==> config.mk <==
export PLATFORM = sky130hd
export DESIGN_NAME = indexed_insert_erase_array_unit_flat
export DESIGN_NICKNAME = d
export VERILOG_FILES = /design/src/rtl/iiea_pkg.sv /design/src/rtl/iiea_if.sv /design/src/rtl/iiea_ram.sv /design/src/rtl/indexed_insert_erase_array_unit.sv /design/src/flat_wrapper.sv
export VERILOG_INCLUDE_DIRS = /design/src /design/src/rtl
export SDC_FILE = /design/constraint.sdc
export NUM_CORES = 1
export LEC_CHECK = 0
export ABC_AREA = 1
export BUFFER_PORTS_ARGS = -buffer_cell sky130_fd_sc_hd__buf_2
export CORE_MARGIN = 10
export CORE_UTILIZATION = 65
export CTS_BUF_LIST = sky130_fd_sc_hd__clkbuf_8
export CTS_CLUSTER_SIZE = 10
export DETAILED_ROUTE_END_ITERATION = 6
export GPL_TIMING_DRIVEN = 1
export PLACE_DENSITY = 0.83
export SETUP_SLACK_MARGIN = 0.3
export SYNTH_ARGS = -nofsm -noshare
export SYNTH_HDL_FRONTEND = slang
export SYNTH_SLANG_ARGS = --single-unit
==> constraint.sdc <==
create_clock -name clock -period 5 [get_ports clock]
set_clock_uncertainty 0.15 [all_clocks]
set_input_delay 0.5 -clock clock [delete_from_list [all_inputs] [get_ports clock]]
set_output_delay 0.5 -clock clock [all_outputs]
set_load 0.01 [all_outputs]
==> src/rtl/indexed_insert_erase_array_unit_assert.svh <==
// ----------------------------------------------------------------------------
// assertion macros for the indexed insert/erase array unit
// concurrent checks that compile away when SYNTH is defined
// ----------------------------------------------------------------------------
`ifndef INDEXED_INSERT_ERASE_ARRAY_UNIT_ASSERT_SVH
`define INDEXED_INSERT_ERASE_ARRAY_UNIT_ASSERT_SVH

`ifndef SYNTH
// check that is held off while reset is high
`define IIEA_ASSERT_DIS(label, clk, rst, prop, msg) \
   label: assert property (@(posedge clk) disable iff (rst) (prop)) else $error(msg);
// check that holds at every edge, reset included
`define IIEA_ASSERT_ALWAYS(label, clk, prop, msg) \
   label: assert property (@(posedge clk) (prop)) else $error(msg);
`else
`define IIEA_ASSERT_DIS(label, clk, rst, prop, msg)
`define IIEA_ASSERT_ALWAYS(label, clk, prop, msg)
`endif

`endif

==> src/rtl/iiea_pkg.sv <==
// ----------------------------------------------------------------------------
// iiea_pkg
// operation and status codes and sequencer states of the array unit
// ----------------------------------------------------------------------------
package iiea_pkg;

   localparam int OP_WIDTH     = 3;
   localparam int STATUS_WIDTH = 2;

   typedef enum logic [OP_WIDTH-1:0] {
      OP_APPEND      = 3'd0,
      OP_INSERT      = 3'd1,
      OP_REMOVE_LAST = 3'd2,
      OP_REMOVE_AT   = 3'd3,
      OP_READ        = 3'd4
   } op_type;

   typedef enum logic [STATUS_WIDTH-1:0] {
      STATUS_DONE  = 2'd0,
      STATUS_FULL  = 2'd1,
      STATUS_EMPTY = 2'd2,
      STATUS_RANGE = 2'd3
   } status_type;

   typedef enum logic [2:0] {
      ST_IDLE,
      ST_SHIFT_UP,
      ST_INS_WRITE,
      ST_SHIFT_DOWN,
      ST_READ,
      ST_REPLY
   } state_type;

endpackage

==> src/rtl/iiea_if.sv <==
// ----------------------------------------------------------------------------
// iiea channel interfaces
// valid/ready request and response channels of the array unit
// ----------------------------------------------------------------------------
interface iiea_req_if #(
   parameter int POS_WIDTH  = 5,
   parameter int DATA_WIDTH = 32
);
   logic                           valid;
   logic                           ready;
   logic [iiea_pkg::OP_WIDTH-1:0]  operation;
   logic [POS_WIDTH-1:0]           position;
   logic [DATA_WIDTH-1:0]          entry_value;

   modport source (output valid, operation, position, entry_value, input ready);
   modport sink   (input valid, operation, position, entry_value, output ready);
endinterface

interface iiea_rsp_if #(
   parameter int POS_WIDTH  = 5,
   parameter int DATA_WIDTH = 32
);
   logic                              valid;
   logic                              ready;
   logic [iiea_pkg::STATUS_WIDTH-1:0] status;
   logic [POS_WIDTH-1:0]              item_count;
   logic [DATA_WIDTH-1:0]             read_value;

   modport source (output valid, status, item_count, read_value, input ready);
   modport sink   (input valid, status, item_count, read_value, output ready);
endinterface

==> src/rtl/iiea_ram.sv <==
// ----------------------------------------------------------------------------
// iiea_ram
// generic single-write, single-read memory with registered read data
// ----------------------------------------------------------------------------
module iiea_ram #(
   parameter int WIDTH = 32,
   parameter int DEPTH = 16
) (
   input  logic                     clock,
   input  logic                     wr_en,
   input  logic [$clog2(DEPTH)-1:0] wr_addr,
   input  logic [WIDTH-1:0]         wr_data,
   input  logic                     rd_en,
   input  logic [$clog2(DEPTH)-1:0] rd_addr,
   output logic [WIDTH-1:0]         rd_data
);

   logic [WIDTH-1:0] mem [DEPTH];

   always_ff @(posedge clock) begin
      if (wr_en) begin
         mem[wr_addr] <= wr_data;
      end
      if (rd_en) begin
         rd_data <= mem[rd_addr];
      end
   end

endmodule

==> src/rtl/indexed_insert_erase_array_unit.sv <==
// ----------------------------------------------------------------------------
// indexed_insert_erase_array_unit
// ordered list of entry words in a synchronous ram with a running count
// ----------------------------------------------------------------------------
// usage
//   req carries one transaction per operation: append, insert at position,
//   remove last, remove at position or read. rsp returns one transaction
//   for each: status, count after the operation and the read word.
//   entries live in one ram with a registered read; insert and
//   remove-at move the later entries one place a cycle through that ram,
//   reading one entry while writing back the one fetched the cycle before.
// sequence from accept to reply
//   append, remove last, remove at the last entry, insert at the end, any
//   error and an unknown code go straight to the reply state; read passes
//   through a read state; insert below the end moves the later entries up
//   one by one, then writes the new word; remove at any other position
//   moves the later entries down one by one.
//   the pace is set by the single ram port pair and the reply state.
// reset clears the count and the sequencer; the ram is not cleared, as no
// entry below the count is read before it was written.
// the result sits in an output register: a new request is taken while it
// waits, and the sequencer holds in its reply state until rsp is free.
// ----------------------------------------------------------------------------
`include "indexed_insert_erase_array_unit_assert.svh"

module indexed_insert_erase_array_unit #(
   parameter int DEPTH      = 16,
   parameter int DATA_WIDTH = 32
) (
   input logic      clock,
   input logic      reset,
   iiea_req_if.sink   req,
   iiea_rsp_if.source rsp
);
   import iiea_pkg::*;

   localparam int AW = $clog2(DEPTH);
   localparam int CW = $clog2(DEPTH + 1);

   // sequencer and count
   state_type       state_ff, state_in;
   logic [CW-1:0]   count_ff, count_in;
   logic [AW-1:0]   idx_ff, idx_in;
   logic [AW-1:0]   pos_ff, pos_in;
   logic [DATA_WIDTH-1:0] word_ff, word_in;
   status_type      pend_status_ff, pend_status_in;
   logic [DATA_WIDTH-1:0] pend_value_ff, pend_value_in;

   // output register
   logic            rsp_valid_ff, rsp_valid_in;
   status_type      rsp_status_ff, rsp_status_in;
   logic [CW-1:0]   rsp_count_ff, rsp_count_in;
   logic [DATA_WIDTH-1:0] rsp_value_ff, rsp_value_in;

   // ram port
   logic                  ram_wr_en;
   logic [AW-1:0]         ram_wr_addr;
   logic [DATA_WIDTH-1:0] ram_wr_data;
   logic                  ram_rd_en;
   logic [AW-1:0]         ram_rd_addr;
   logic [DATA_WIDTH-1:0] ram_rd_data;

   // decode of the request against the current count
   op_type          dec_op;
   status_type      dec_status;
   logic [CW-1:0]   dec_count;
   logic            dec_write;
   logic [AW-1:0]   dec_wr_addr;
   logic [AW-1:0]   dec_rd_addr;
   logic            dec_up, dec_down, dec_read;

   logic            accept;
   logic            slot_free;
   logic            is_full, is_empty;
   logic            up_last, down_last;

   assign accept    = req.valid && req.ready;
   assign slot_free = !rsp_valid_ff || rsp.ready;
   assign is_full   = (count_ff == CW'(DEPTH));
   assign is_empty  = (count_ff == '0);
   assign up_last   = (idx_ff == pos_ff);
   assign down_last = (CW'(idx_ff) == count_ff);  // count already lowered by one

   iiea_ram #(
      .WIDTH (DATA_WIDTH),
      .DEPTH (DEPTH)
   ) u_entries (
      .clock   (clock),
      .wr_en   (ram_wr_en),
      .wr_addr (ram_wr_addr),
      .wr_data (ram_wr_data),
      .rd_en   (ram_rd_en),
      .rd_addr (ram_rd_addr),
      .rd_data (ram_rd_data)
   );

   // request decode: full and empty checks come before the position check
   always_comb begin
      dec_op      = op_type'(req.operation);
      dec_status  = STATUS_DONE;
      dec_count   = count_ff;
      dec_write   = 1'b0;
      dec_wr_addr = AW'(req.position);
      dec_rd_addr = AW'(req.position);
      dec_up      = 1'b0;
      dec_down    = 1'b0;
      dec_read    = 1'b0;
      unique case (dec_op)
         OP_APPEND: begin
            if (is_full) begin
               dec_status = STATUS_FULL;
            end else begin
               dec_write   = 1'b1;
               dec_wr_addr = AW'(count_ff);
               dec_count   = count_ff + 1'b1;
            end
         end
         OP_INSERT: begin
            if (is_full) begin
               dec_status = STATUS_FULL;
            end else if (req.position > count_ff) begin
               dec_status = STATUS_RANGE;
            end else begin
               dec_count = count_ff + 1'b1;
               if (req.position == count_ff) begin
                  // insert at the end needs no move
                  dec_write = 1'b1;
               end else begin
                  // start the move at the top entry
                  dec_up      = 1'b1;
                  dec_rd_addr = AW'(count_ff - 1'b1);
               end
            end
         end
         OP_REMOVE_LAST: begin
            if (is_empty) begin
               dec_status = STATUS_EMPTY;
            end else begin
               dec_count = count_ff - 1'b1;
            end
         end
         OP_REMOVE_AT: begin
            if (is_empty) begin
               dec_status = STATUS_EMPTY;
            end else if (req.position >= count_ff) begin
               dec_status = STATUS_RANGE;
            end else begin
               dec_count = count_ff - 1'b1;
               if (req.position != count_ff - 1'b1) begin
                  // start the move at the entry above the hole
                  dec_down    = 1'b1;
                  dec_rd_addr = AW'(req.position + 1'b1);
               end
            end
         end
         OP_READ: begin
            if (is_empty) begin
               dec_status = STATUS_EMPTY;
            end else if (req.position >= count_ff) begin
               dec_status = STATUS_RANGE;
            end else begin
               dec_read = 1'b1;
            end
         end
         default: begin
            // unknown code: no change, status done
         end
      endcase
   end

   // next state
   always_comb begin
      state_in = state_ff;
      unique case (state_ff)
         ST_IDLE: begin
            if (accept) begin
               priority if (dec_up) begin
                  state_in = ST_SHIFT_UP;
               end else if (dec_down) begin
                  state_in = ST_SHIFT_DOWN;
               end else if (dec_read) begin
                  state_in = ST_READ;
               end else begin
                  state_in = ST_REPLY;
               end
            end
         end
         ST_SHIFT_UP: begin
            if (up_last) begin
               state_in = ST_INS_WRITE;
            end
         end
         ST_INS_WRITE: begin
            state_in = ST_REPLY;
         end
         ST_SHIFT_DOWN: begin
            if (down_last) begin
               state_in = ST_REPLY;
            end
         end
         ST_READ: begin
            state_in = ST_REPLY;
         end
         ST_REPLY: begin
            if (slot_free) begin
               state_in = ST_IDLE;
            end
         end
         default: begin
            state_in = ST_IDLE;
         end
      endcase
   end

   // datapath and ram control
   always_comb begin
      ram_wr_en      = 1'b0;
      ram_wr_addr    = idx_ff;
      ram_wr_data    = ram_rd_data;
      ram_rd_en      = 1'b0;
      ram_rd_addr    = idx_ff;
      idx_in         = idx_ff;
      count_in       = count_ff;
      pos_in         = pos_ff;
      word_in        = word_ff;
      pend_status_in = pend_status_ff;
      pend_value_in  = pend_value_ff;
      rsp_valid_in   = rsp_valid_ff && !rsp.ready;
      rsp_status_in  = rsp_status_ff;
      rsp_count_in   = rsp_count_ff;
      rsp_value_in   = rsp_value_ff;
      unique case (state_ff)
         ST_IDLE: begin
            if (accept) begin
               pos_in         = AW'(req.position);
               word_in        = req.entry_value;
               count_in       = dec_count;
               pend_status_in = dec_status;
               pend_value_in  = '0;
               ram_wr_en      = dec_write;
               ram_wr_addr    = dec_wr_addr;
               ram_wr_data    = req.entry_value;
               ram_rd_en      = dec_up || dec_down || dec_read;
               ram_rd_addr    = dec_rd_addr;
               idx_in         = dec_rd_addr;
            end
         end
         ST_SHIFT_UP: begin
            // entry fetched last cycle moves one place up
            ram_wr_en   = 1'b1;
            ram_wr_addr = idx_ff + 1'b1;
            if (!up_last) begin
               ram_rd_en   = 1'b1;
               ram_rd_addr = idx_ff - 1'b1;
               idx_in      = idx_ff - 1'b1;
            end
         end
         ST_INS_WRITE: begin
            ram_wr_en   = 1'b1;
            ram_wr_addr = pos_ff;
            ram_wr_data = word_ff;
         end
         ST_SHIFT_DOWN: begin
            // entry fetched last cycle moves one place down
            ram_wr_en   = 1'b1;
            ram_wr_addr = idx_ff - 1'b1;
            if (!down_last) begin
               ram_rd_en   = 1'b1;
               ram_rd_addr = idx_ff + 1'b1;
               idx_in      = idx_ff + 1'b1;
            end
         end
         ST_READ: begin
            pend_value_in = ram_rd_data;
         end
         ST_REPLY: begin
            if (slot_free) begin
               rsp_valid_in  = 1'b1;
               rsp_status_in = pend_status_ff;
               rsp_count_in  = count_ff;
               rsp_value_in  = pend_value_ff;
            end
         end
         default: begin
         end
      endcase
   end

   // control registers
   always_ff @(posedge clock) begin
      if (reset) begin
         state_ff     <= ST_IDLE;
         count_ff     <= '0;
         rsp_valid_ff <= 1'b0;
      end else begin
         state_ff     <= state_in;
         count_ff     <= count_in;
         rsp_valid_ff <= rsp_valid_in;
      end
   end

   // payload registers
   always_ff @(posedge clock) begin
      idx_ff         <= idx_in;
      pos_ff         <= pos_in;
      word_ff        <= word_in;
      pend_status_ff <= pend_status_in;
      pend_value_ff  <= pend_value_in;
      rsp_status_ff  <= rsp_status_in;
      rsp_count_ff   <= rsp_count_in;
      rsp_value_ff   <= rsp_value_in;
   end

   assign req.ready      = (state_ff == ST_IDLE);
   assign rsp.valid      = rsp_valid_ff;
   assign rsp.status     = rsp_status_ff;
   assign rsp.item_count = rsp_count_ff;
   assign rsp.read_value = rsp_value_ff;

   // checks
   `IIEA_ASSERT_DIS(a_count_bound, clock, reset, count_ff <= CW'(DEPTH), "count above depth")
   `IIEA_ASSERT_DIS(a_empty_count, clock, reset,
      rsp_valid_ff && rsp_status_ff == STATUS_EMPTY |-> rsp_count_ff == '0,
      "empty status with nonzero count")
   `IIEA_ASSERT_DIS(a_value_zero, clock, reset,
      rsp_valid_ff && rsp_status_ff != STATUS_DONE |-> rsp_value_ff == '0,
      "read word set on a failed operation")
   `IIEA_ASSERT_DIS(a_accept_busy, clock, reset, accept |=> state_ff != ST_IDLE,
      "sequencer idle right after an accepted transaction")
   `IIEA_ASSERT_DIS(a_down_bound, clock, reset,
      state_ff == ST_SHIFT_DOWN |-> CW'(idx_ff) <= count_ff,
      "move down ran past the list end")

endmodule
==> src/flat_wrapper.sv <==
// flat-port wrapper written by rule: the top's interface ports become plain ports
module indexed_insert_erase_array_unit_flat import iiea_pkg::*;
#(
   parameter int DEPTH      = 16,
   parameter int DATA_WIDTH = 32
)
  (clock, reset, req_valid, req_operation, req_position, req_entry_value, req_ready, rsp_valid, rsp_status, rsp_item_count, rsp_read_value, rsp_ready);
  iiea_req_if #(.DATA_WIDTH(DATA_WIDTH)) req_i ();
  iiea_rsp_if #(.DATA_WIDTH(DATA_WIDTH)) rsp_i ();
  input logic clock;
  input logic reset;
  input wire logic [$bits(req_i.valid)-1:0] req_valid;
  input wire logic [$bits(req_i.operation)-1:0] req_operation;
  input wire logic [$bits(req_i.position)-1:0] req_position;
  input wire logic [$bits(req_i.entry_value)-1:0] req_entry_value;
  output wire logic [$bits(req_i.ready)-1:0] req_ready;
  output wire logic [$bits(rsp_i.valid)-1:0] rsp_valid;
  output wire logic [$bits(rsp_i.status)-1:0] rsp_status;
  output wire logic [$bits(rsp_i.item_count)-1:0] rsp_item_count;
  output wire logic [$bits(rsp_i.read_value)-1:0] rsp_read_value;
  input wire logic [$bits(rsp_i.ready)-1:0] rsp_ready;
  assign req_i.valid = req_valid;
  assign req_i.operation = req_operation;
  assign req_i.position = req_position;
  assign req_i.entry_value = req_entry_value;
  assign req_ready = req_i.ready;
  assign rsp_valid = rsp_i.valid;
  assign rsp_status = rsp_i.status;
  assign rsp_item_count = rsp_i.item_count;
  assign rsp_read_value = rsp_i.read_value;
  assign rsp_i.ready = rsp_ready;
  indexed_insert_erase_array_unit #(.DEPTH(DEPTH), .DATA_WIDTH(DATA_WIDTH)) u_core (.clock(clock), .reset(reset), .req(req_i), .rsp(rsp_i));
endmodule
==> results of run 1 <==
==> flip-flops by register name, summed over array words and instances (netlist names), 2 cells and up <==
signal,flops
u_core.rsp.status,2
u_core.pos_ff,4
u_core.pend_value_ff,32
u_core.idx_ff,4
u_core.count_ff,5
u_core.rsp.item_count,5
u_core.rsp.read_value,32
u_core.u_entries.mem,512
u_core.word_ff,32
u_core.u_entries.rd_data,32
u_core.state_ff,3
u_core.pend_status_ff,2
==> worst max-delay path, delay by kind of cell, from the launching register on <==
family / cells / cell delay [ns]
buffers and inverters: 3 / 0.70
adder cells (fa/ha/maj): 1 / 0.31
AND/OR/NAND/NOR: 19 / 2.17
flip-flops: 1 / 0.59
==> cells by family after synthesis <==
family                     share of synthesized area, %
AOI/OAI and AO/OA                                 2.571
xor gates and xnor gates                         0.3558
adders and majority gates                        0.4235
buffers and inverters                             9.238
DFF                                               67.26
and+or+nand+nor                                   20.15
==> worst min-delay path by stage <==
stage,start,end,slack (ns)
floorplan,u_core.pend_value_ff[0],u_core.rsp.read_value[0],0.25
global placement,u_core.pend_value_ff[14],u_core.rsp.read_value[14],0.25
detailed placement,u_core.pend_value_ff[29],u_core.rsp.read_value[29],0.25
CTS,req_operation[2],u_core.count_ff[4],0.07
global route,req_operation[2],u_core.count_ff[4],0.12
finish,req_operation[2],u_core.count_ff[4],0.12
==> stage by stage <==
stage                     cells  hold slack [ns]
after floorplan            2736           0.2503
after detailed placement   3333           0.2545
after CTS                  3554          0.06522
after global placement     3333           0.2506
after global routing       3558           0.1242
final                      3559           0.1234
==> metal layers <==
metal | share of wire, % | wire [µm] | vias up | track usage [%]
li1 | - | - | 9520 | -
met1 | 36 | 27740 | 10073 | 37.37
met2 | 47 | 35910 | 1555 | 44.34
met3 | 14 | 10470 | 255 | 6.236
met4 | 3.6 | 2734 | 0 | 12.56
met5 | 0 | 0 | - | 0
==> Yosys cell counts, types with 4 or more instances <==
cell,number
xnor2_1,5
nor2_1,84
nand2_1,434
inv_2,7
o211ai_1,32
xor2_1,7
clkbuf_1,43
buf_2,66
inv_1,505
nand3b_1,96
o22ai_1,4
buf_4,29
ha_1,10
edfxtp_1,653
buf_6,6
nand3_1,628
o21ai_0,31
a21oi_1,34
o21ai_1,6
dfxtp_1,13
buf_1,7
==> area by class of cell <==
cell class / instances / area, µm²
inverters: 513 / 1926
fillers: 2750 / 12030
flip-flops and latches: 666 / 19870
repair buffers: 188 / 1494
clock buffers: 105 / 1445
clock inverters: 78 / 488.0
diodes: 2 / 5.005
multi-input cells: 1407 / 7183
well taps: 600 / 750.7
==> layout by cell type, fill, tap and decap left out, types with 5 or more instances in the layout <==
master	Yosys	final
clkinv_1	1	29
edfxtp_1	653	653
nor2_1	84	65
nand3_1	628	627
o21ai_0	31	31
a21oi_1	34	33
inv_1	505	527
buf_2	66	84
dfxtp_1	13	13
xnor2_1	5	5
ha_1	10	10
buf_12	0	15
clkinv_2	0	18
bufinv_16	0	5
buf_4	29	49
nor2_4	2	20
nand2_1	434	433
dlygate4sd3_1	0	38
inv_2	7	7
clkbuf_8	0	106
nand3b_1	96	96
xor2_1	7	7
o211ai_1	32	32
==> what timing repair did <==
action	4_1_cts	5_1_grt
endpoints found under the setup margin	0	18
hold endpoints to repair	39	0
resized for setup	0	1
hold buffers	38	0
==> impl_metrics.csv, run 1 <==
group,metric,value,unit
routing,viasPerCell,6.014,
floorplanning,die_area,54380,µm²
critical_path,cp_slowest_cell,"dfxtp_1",
synth,ys_seq_elements,666,
clock_network,cts_buffers,103,
global_route,grt-ovfl-total,0,
critical_path,crit_path_frequent_cell,"nand2_1",
synth,synth-async-reset-ratio,0,%
routing,drtIter0Drc,3513,
sta,fin_crit_sh,86.68,%
clock_network,clk-insertion-delay-late,0.69,ns
sta,fin_crit,4.334,ns
synth,ys_seq_area_share,67.26,%
min_path,min_path_cells,4,
routing,dr_total_vias,21403,
clock_network,cts_max_level,3,
critical_path,path_class,"flop to flop",
floorplanning,die_h,233.2,µm
global_route,grt_max_degree,137,
synth,syn_area,29540,µm²
synth,synth_cell_type_count,43,
sta,setup_violations,0,
critical_path,crit_path_end_kind,"flop",
clock_network,cts_tree,"built",
clock_network,root_buffer,"clkbuf_8",
global_route,antenna_found_initial,2,
status,outcome,"complete, no violations",
placed_design,io_buffers,84,
global_route,track_usage,28.21,%
layout,postLayoutCoreUtil,73.39,%
routing,drt-total-wl,76850,µm
floorplanning,rows,78,
layout,fin_area,33160,µm²
synth,synth_ff_type,"edfxtp_1",
sta,max_freq,0.2307,GHz
synth,syn_inst,2736,
synth,syn-num-nets,2790,
clock_network,clk_pin_slew,0.06,ns
run,max-cap-violations,0,
synth,synth_area_leaders,"edfxtp_1 66%, nand3_1 11%, inv_1 6.4%",
layout,layout-area-overhead-vs-synth,12.25,%
critical_path,reg2reg_slack,0.67,ns
routing,firstDrtPassIters,6,
floorplanning,core_area,45190,µm²
synth,yosys.area.top_type,"edfxtp_1",
synth,synthDominantCellAreaShare,66.38,%
min_path,hold_class,"input pin to flop",
placed_design,dp_hpwl,42790,µm
clock_network,post_cts_buffers,0,
critical_path,startpoint,"u_core.count_ff[2]",
sta,postLayoutSetupSlackWorst,0.6658,ns
clock_network,clock-sinks,666,
global_route,grt_pass1_vias,20947,
clock_network,clockBufferDepth,3,
critical_path,r2r_end,"u_core.u_entries.rd_data[20]",
synth,syn_area_per_cell,10.80,µm²
synth,ys_warn_count,0,
critical_path,crit_end,"u_core.u_entries.rd_data[20]",
critical_path,crit_path_max_incr_delay,0.59,ns
sta,finalSetupTns,0,ns
critical_path,crit_arrival,4.61,ns
floorplanning,die_w,233.2,µm
routing,ant_nets,0,
sta,relSlewSlack,12.29,%
critical_path,reg2reg_depth,23,
critical_path,cp_cell_sequence,"inv_2 -> ha_1 -> nand2_1 -> nand2_1 -> nand2_1 -> nand2_1 -> inv_1 -> nand3_1 -> nor2_1 -> nand2_2 -> nand2_1 -> nand3_1 -> nand2_1 -> nand2_1 -> nand2_1 -> nand2_1 -> nand2_8 -> buf_12 -> nand3_1 -> nand3_1 -> nand3_1 -> nand3_1 -> nand2_1",
global_route,grt_pass1_wl,117500,µm
routing,drc,0,
critical_path,cp.required,5.28,ns
critical_path,timing.rr.start,"u_core.count_ff[2]",
routing,routedWlPerCell,21.59,µm
critical_path,crit_fanout,136,
sta,slew_viol_final,0,
critical_path,start_kind,"flop",
floorplanning,io_pins,85,
placed_design,place_area,30810,µm²
sta,worst_pin_slew,1.310,ns
floorplanning,initial_core_util,65.38,%
placed_design,post-place-ws,0.7140,ns
layout,nets,2933,
placed_design,gp_congestion,0.9422,
sta,hold_violations,0,
sta,rsz0062_at_grt,"true",
synth,synth_edf_count,653,
layout,drive_gt1_share,11.23,%
Power of run 1 is left out: the tool's default activity adds up to more than one toggle a clock period on the data nets, which glitch-free logic cannot reach.
==> run 2: changes to the inputs <==
CELL_PAD_IN_SITES_DETAIL_PLACEMENT = 1   (was unset)
CELL_PAD_IN_SITES_GLOBAL_PLACEMENT = 2   (was unset)
CORE_UTILIZATION = 44   (was 65)
PLACE_DENSITY = unset   (was 0.83)
PLACE_DENSITY_LB_ADDON = 0.1   (was unset)
==> impl_metrics.csv, run 2 (synthesized netlist as in run 1, its figures left out) <==
group,metric,value,unit
floorplanning,die_area,77900,µm²
floorplanning,core_area,66220,µm²
run,max-cap-violations,0,
clock_network,clk-insertion-delay-late,0.74,ns
clock_network,clock-sinks,666,
critical_path,cp_cell_sequence,"inv_1 -> ha_1 -> nand2_1 -> nand2_1 -> nor2_1 -> nand3_1 -> nor2_2 -> nand3_2 -> nand2_2 -> nand2_1 -> nand3_1 -> nand2_1 -> nand2_1 -> nand2_1 -> nand2_1 -> nand2_8 -> nand2_8 -> buf_12 -> nand2_1 -> nand3_1 -> nand3_1 -> nand3_1 -> nand2_1",
floorplanning,die_w,279.1,µm
min_path,hold_class,"input pin to flop",
critical_path,cp_slowest_cell,"dfxtp_1",
clock_network,cts_tree,"built",
sta,fin_crit_sh,82.77,%
routing,drt-total-wl,90810,µm
critical_path,crit_fanout,71,
floorplanning,initial_core_util,44.61,%
sta,relSlewSlack,4.783,%
status,outcome,"complete, no violations",
global_route,track_usage,22.92,%
sta,fin_crit,4.139,ns
layout,layout_commonest_cell,"edfxtp_1",
min_path,holdPathEnd,"u_core.count_ff[4]",
sta,max_freq,0.2416,GHz
floorplanning,io_pins,85,
routing,routedWlPerCell,23.59,µm
min_path,min-delay-start,"req_operation[2]",
sta,setup_violations,0,
floorplanning,die_h,279.1,µm
critical_path,reg2reg_slack,0.86,ns
routing,drtIter0Drc,1755,
layout,drive_gt1_share,11.44,%
routing,drc,0,
routing,viasPerCell,5.450,
clock_network,clk_pin_slew,0.07,ns
critical_path,r2r_end,"u_core.u_entries.rd_data[17]",
global_route,grt_pass1_vias,21679,
clock_network,cts_max_level,3,
critical_path,crit_path_frequent_cell,"nand2_1",
clock_network,cts_hold_buf,38,
sta,hold_violations,0,
placed_design,gp_congestion,0.8415,
layout,largest_reg_flops,512,
critical_path,timing.rr.start,"u_core.count_ff[0]",
routing,firstDrtPassIters,5,
clock_network,clockBufferDepth,3,
routing,ant_nets,0,
sta,finalSetupTns,0,ns
clock_network,post_cts_resized,0,
global_route,grt_max_degree,145,
routing,dr_total_vias,20978,
sta,rsz0062_at_grt,"false",
critical_path,crit_path_end_kind,"flop",
sta,slew_viol_final,0,
critical_path,reg2reg_depth,23,
global_route,grt-ovfl-total,0,
floorplanning,rows,94,
placed_design,io_buffers,84,
clock_network,post_cts_buffers,0,
global_route,antenna_found_initial,1,
clock_network,cts_buffers,112,
layout,postLayoutCoreUtil,50.97,%
critical_path,path_class,"flop to flop",
placed_design,dp_hpwl,50560,µm
min_path,min_path_cells,4,
clock_network,root_buffer,"clkbuf_8",
critical_path,crit_arrival,4.42,ns
critical_path,start_kind,"flop",
critical_path,cp.required,5.29,ns
layout,nets,2946,
critical_path,crit_path_max_incr_delay,0.48,ns
layout,layout-area-overhead-vs-synth,14.26,%
sta,worst_pin_slew,1.422,ns
global_route,grt_pass1_wl,136200,µm
layout,final_cell_mix,"653 x edfxtp_1, 627 x nand3_1, 548 x inv_1, 433 x nand2_1, 115 x clkbuf_8",
layout,largest-register,"u_core.u_entries.mem",
==> run 2: changes by cell type in the layout (fill, tap and decap cells not counted) <==
cell	before	now
bufinv_16	5	4
nand2_4	2	1
buf_12	15	21
inv_1	527	548
clkbuf_8	106	115
nand3_4	0	1
clkinv_1	29	24
diode_2	2	3
nand3_2	4	3
inv_8	1	2
clkinv_2	18	12
clkinvlp_4	1	2
==> run 2: cell type report <==
class	count	area [µm²]
clock buffers	115	1583
flip-flops and latches	666	19870
diodes	3	7.507
repair buffers	193	1600
fillers	7150	32460
multi-input cells	1406	7179
inverters	513	1926
clock inverters	89	506.7
well taps	864	1081
==> run 2: stage by stage <==
| step | setup slack, ns | area, µm² | std cells | hold WS, ns |
|---|---|---|---|---|
| 3_3_place_gp | 0.9431 | 31250 | 3601 | 0.2509 |
| 3_5_place_dp | 0.8748 | 31250 | 3601 | 0.2557 |
| 6_report | 0.8613 | 33750 | 3849 | 0.07341 |
| 5_1_grt | 0.5819 | 33750 | 3847 | 0.09577 |
| 4_1_cts | 0.8767 | 33720 | 3843 | 0.02011 |
| 2_1_floorplan | 1.144 | 29540 | 2736 | 0.2503 |
==> run 2: how the worst max path moves through the flow <==
stage / from / end / slack, ns / depth (start not counted)
2_1_floorplan: u_core.state_ff[2] / u_core.pend_value_ff[0] / 1.14 / 10
3_3_place_gp: req_position[3] / u_core.u_entries.rd_data[17] / 0.94 / 23
3_5_place_dp: req_position[2] / u_core.u_entries.rd_data[17] / 0.87 / 23
4_1_cts: u_core.count_ff[0] / u_core.u_entries.rd_data[17] / 0.88 / 23
5_1_grt: u_core.count_ff[0] / u_core.u_entries.rd_data[17] / 0.58 / 23
6_report: u_core.count_ff[0] / u_core.u_entries.rd_data[17] / 0.86 / 23
==> run 2: worst max-delay path: cells and delay by family (launching register included) <==
kind,cells,cell delay (ns)
and+or+nand+nor,20,2.18
buffers and inverters,2,0.52
DFF,1,0.48
adders and majority gates,1,0.39
==> run 2: per-layer routing <==
layer	GRT usage, %	vias up	wire length [µm]
li1	-	9567	-
met4	6.382	0	1781
met1	31.36	10710	40560
met2	37.52	581	43110
met5	0	-	0
met3	3.478	120	5362
Power of run 2 is left out for the same reason.
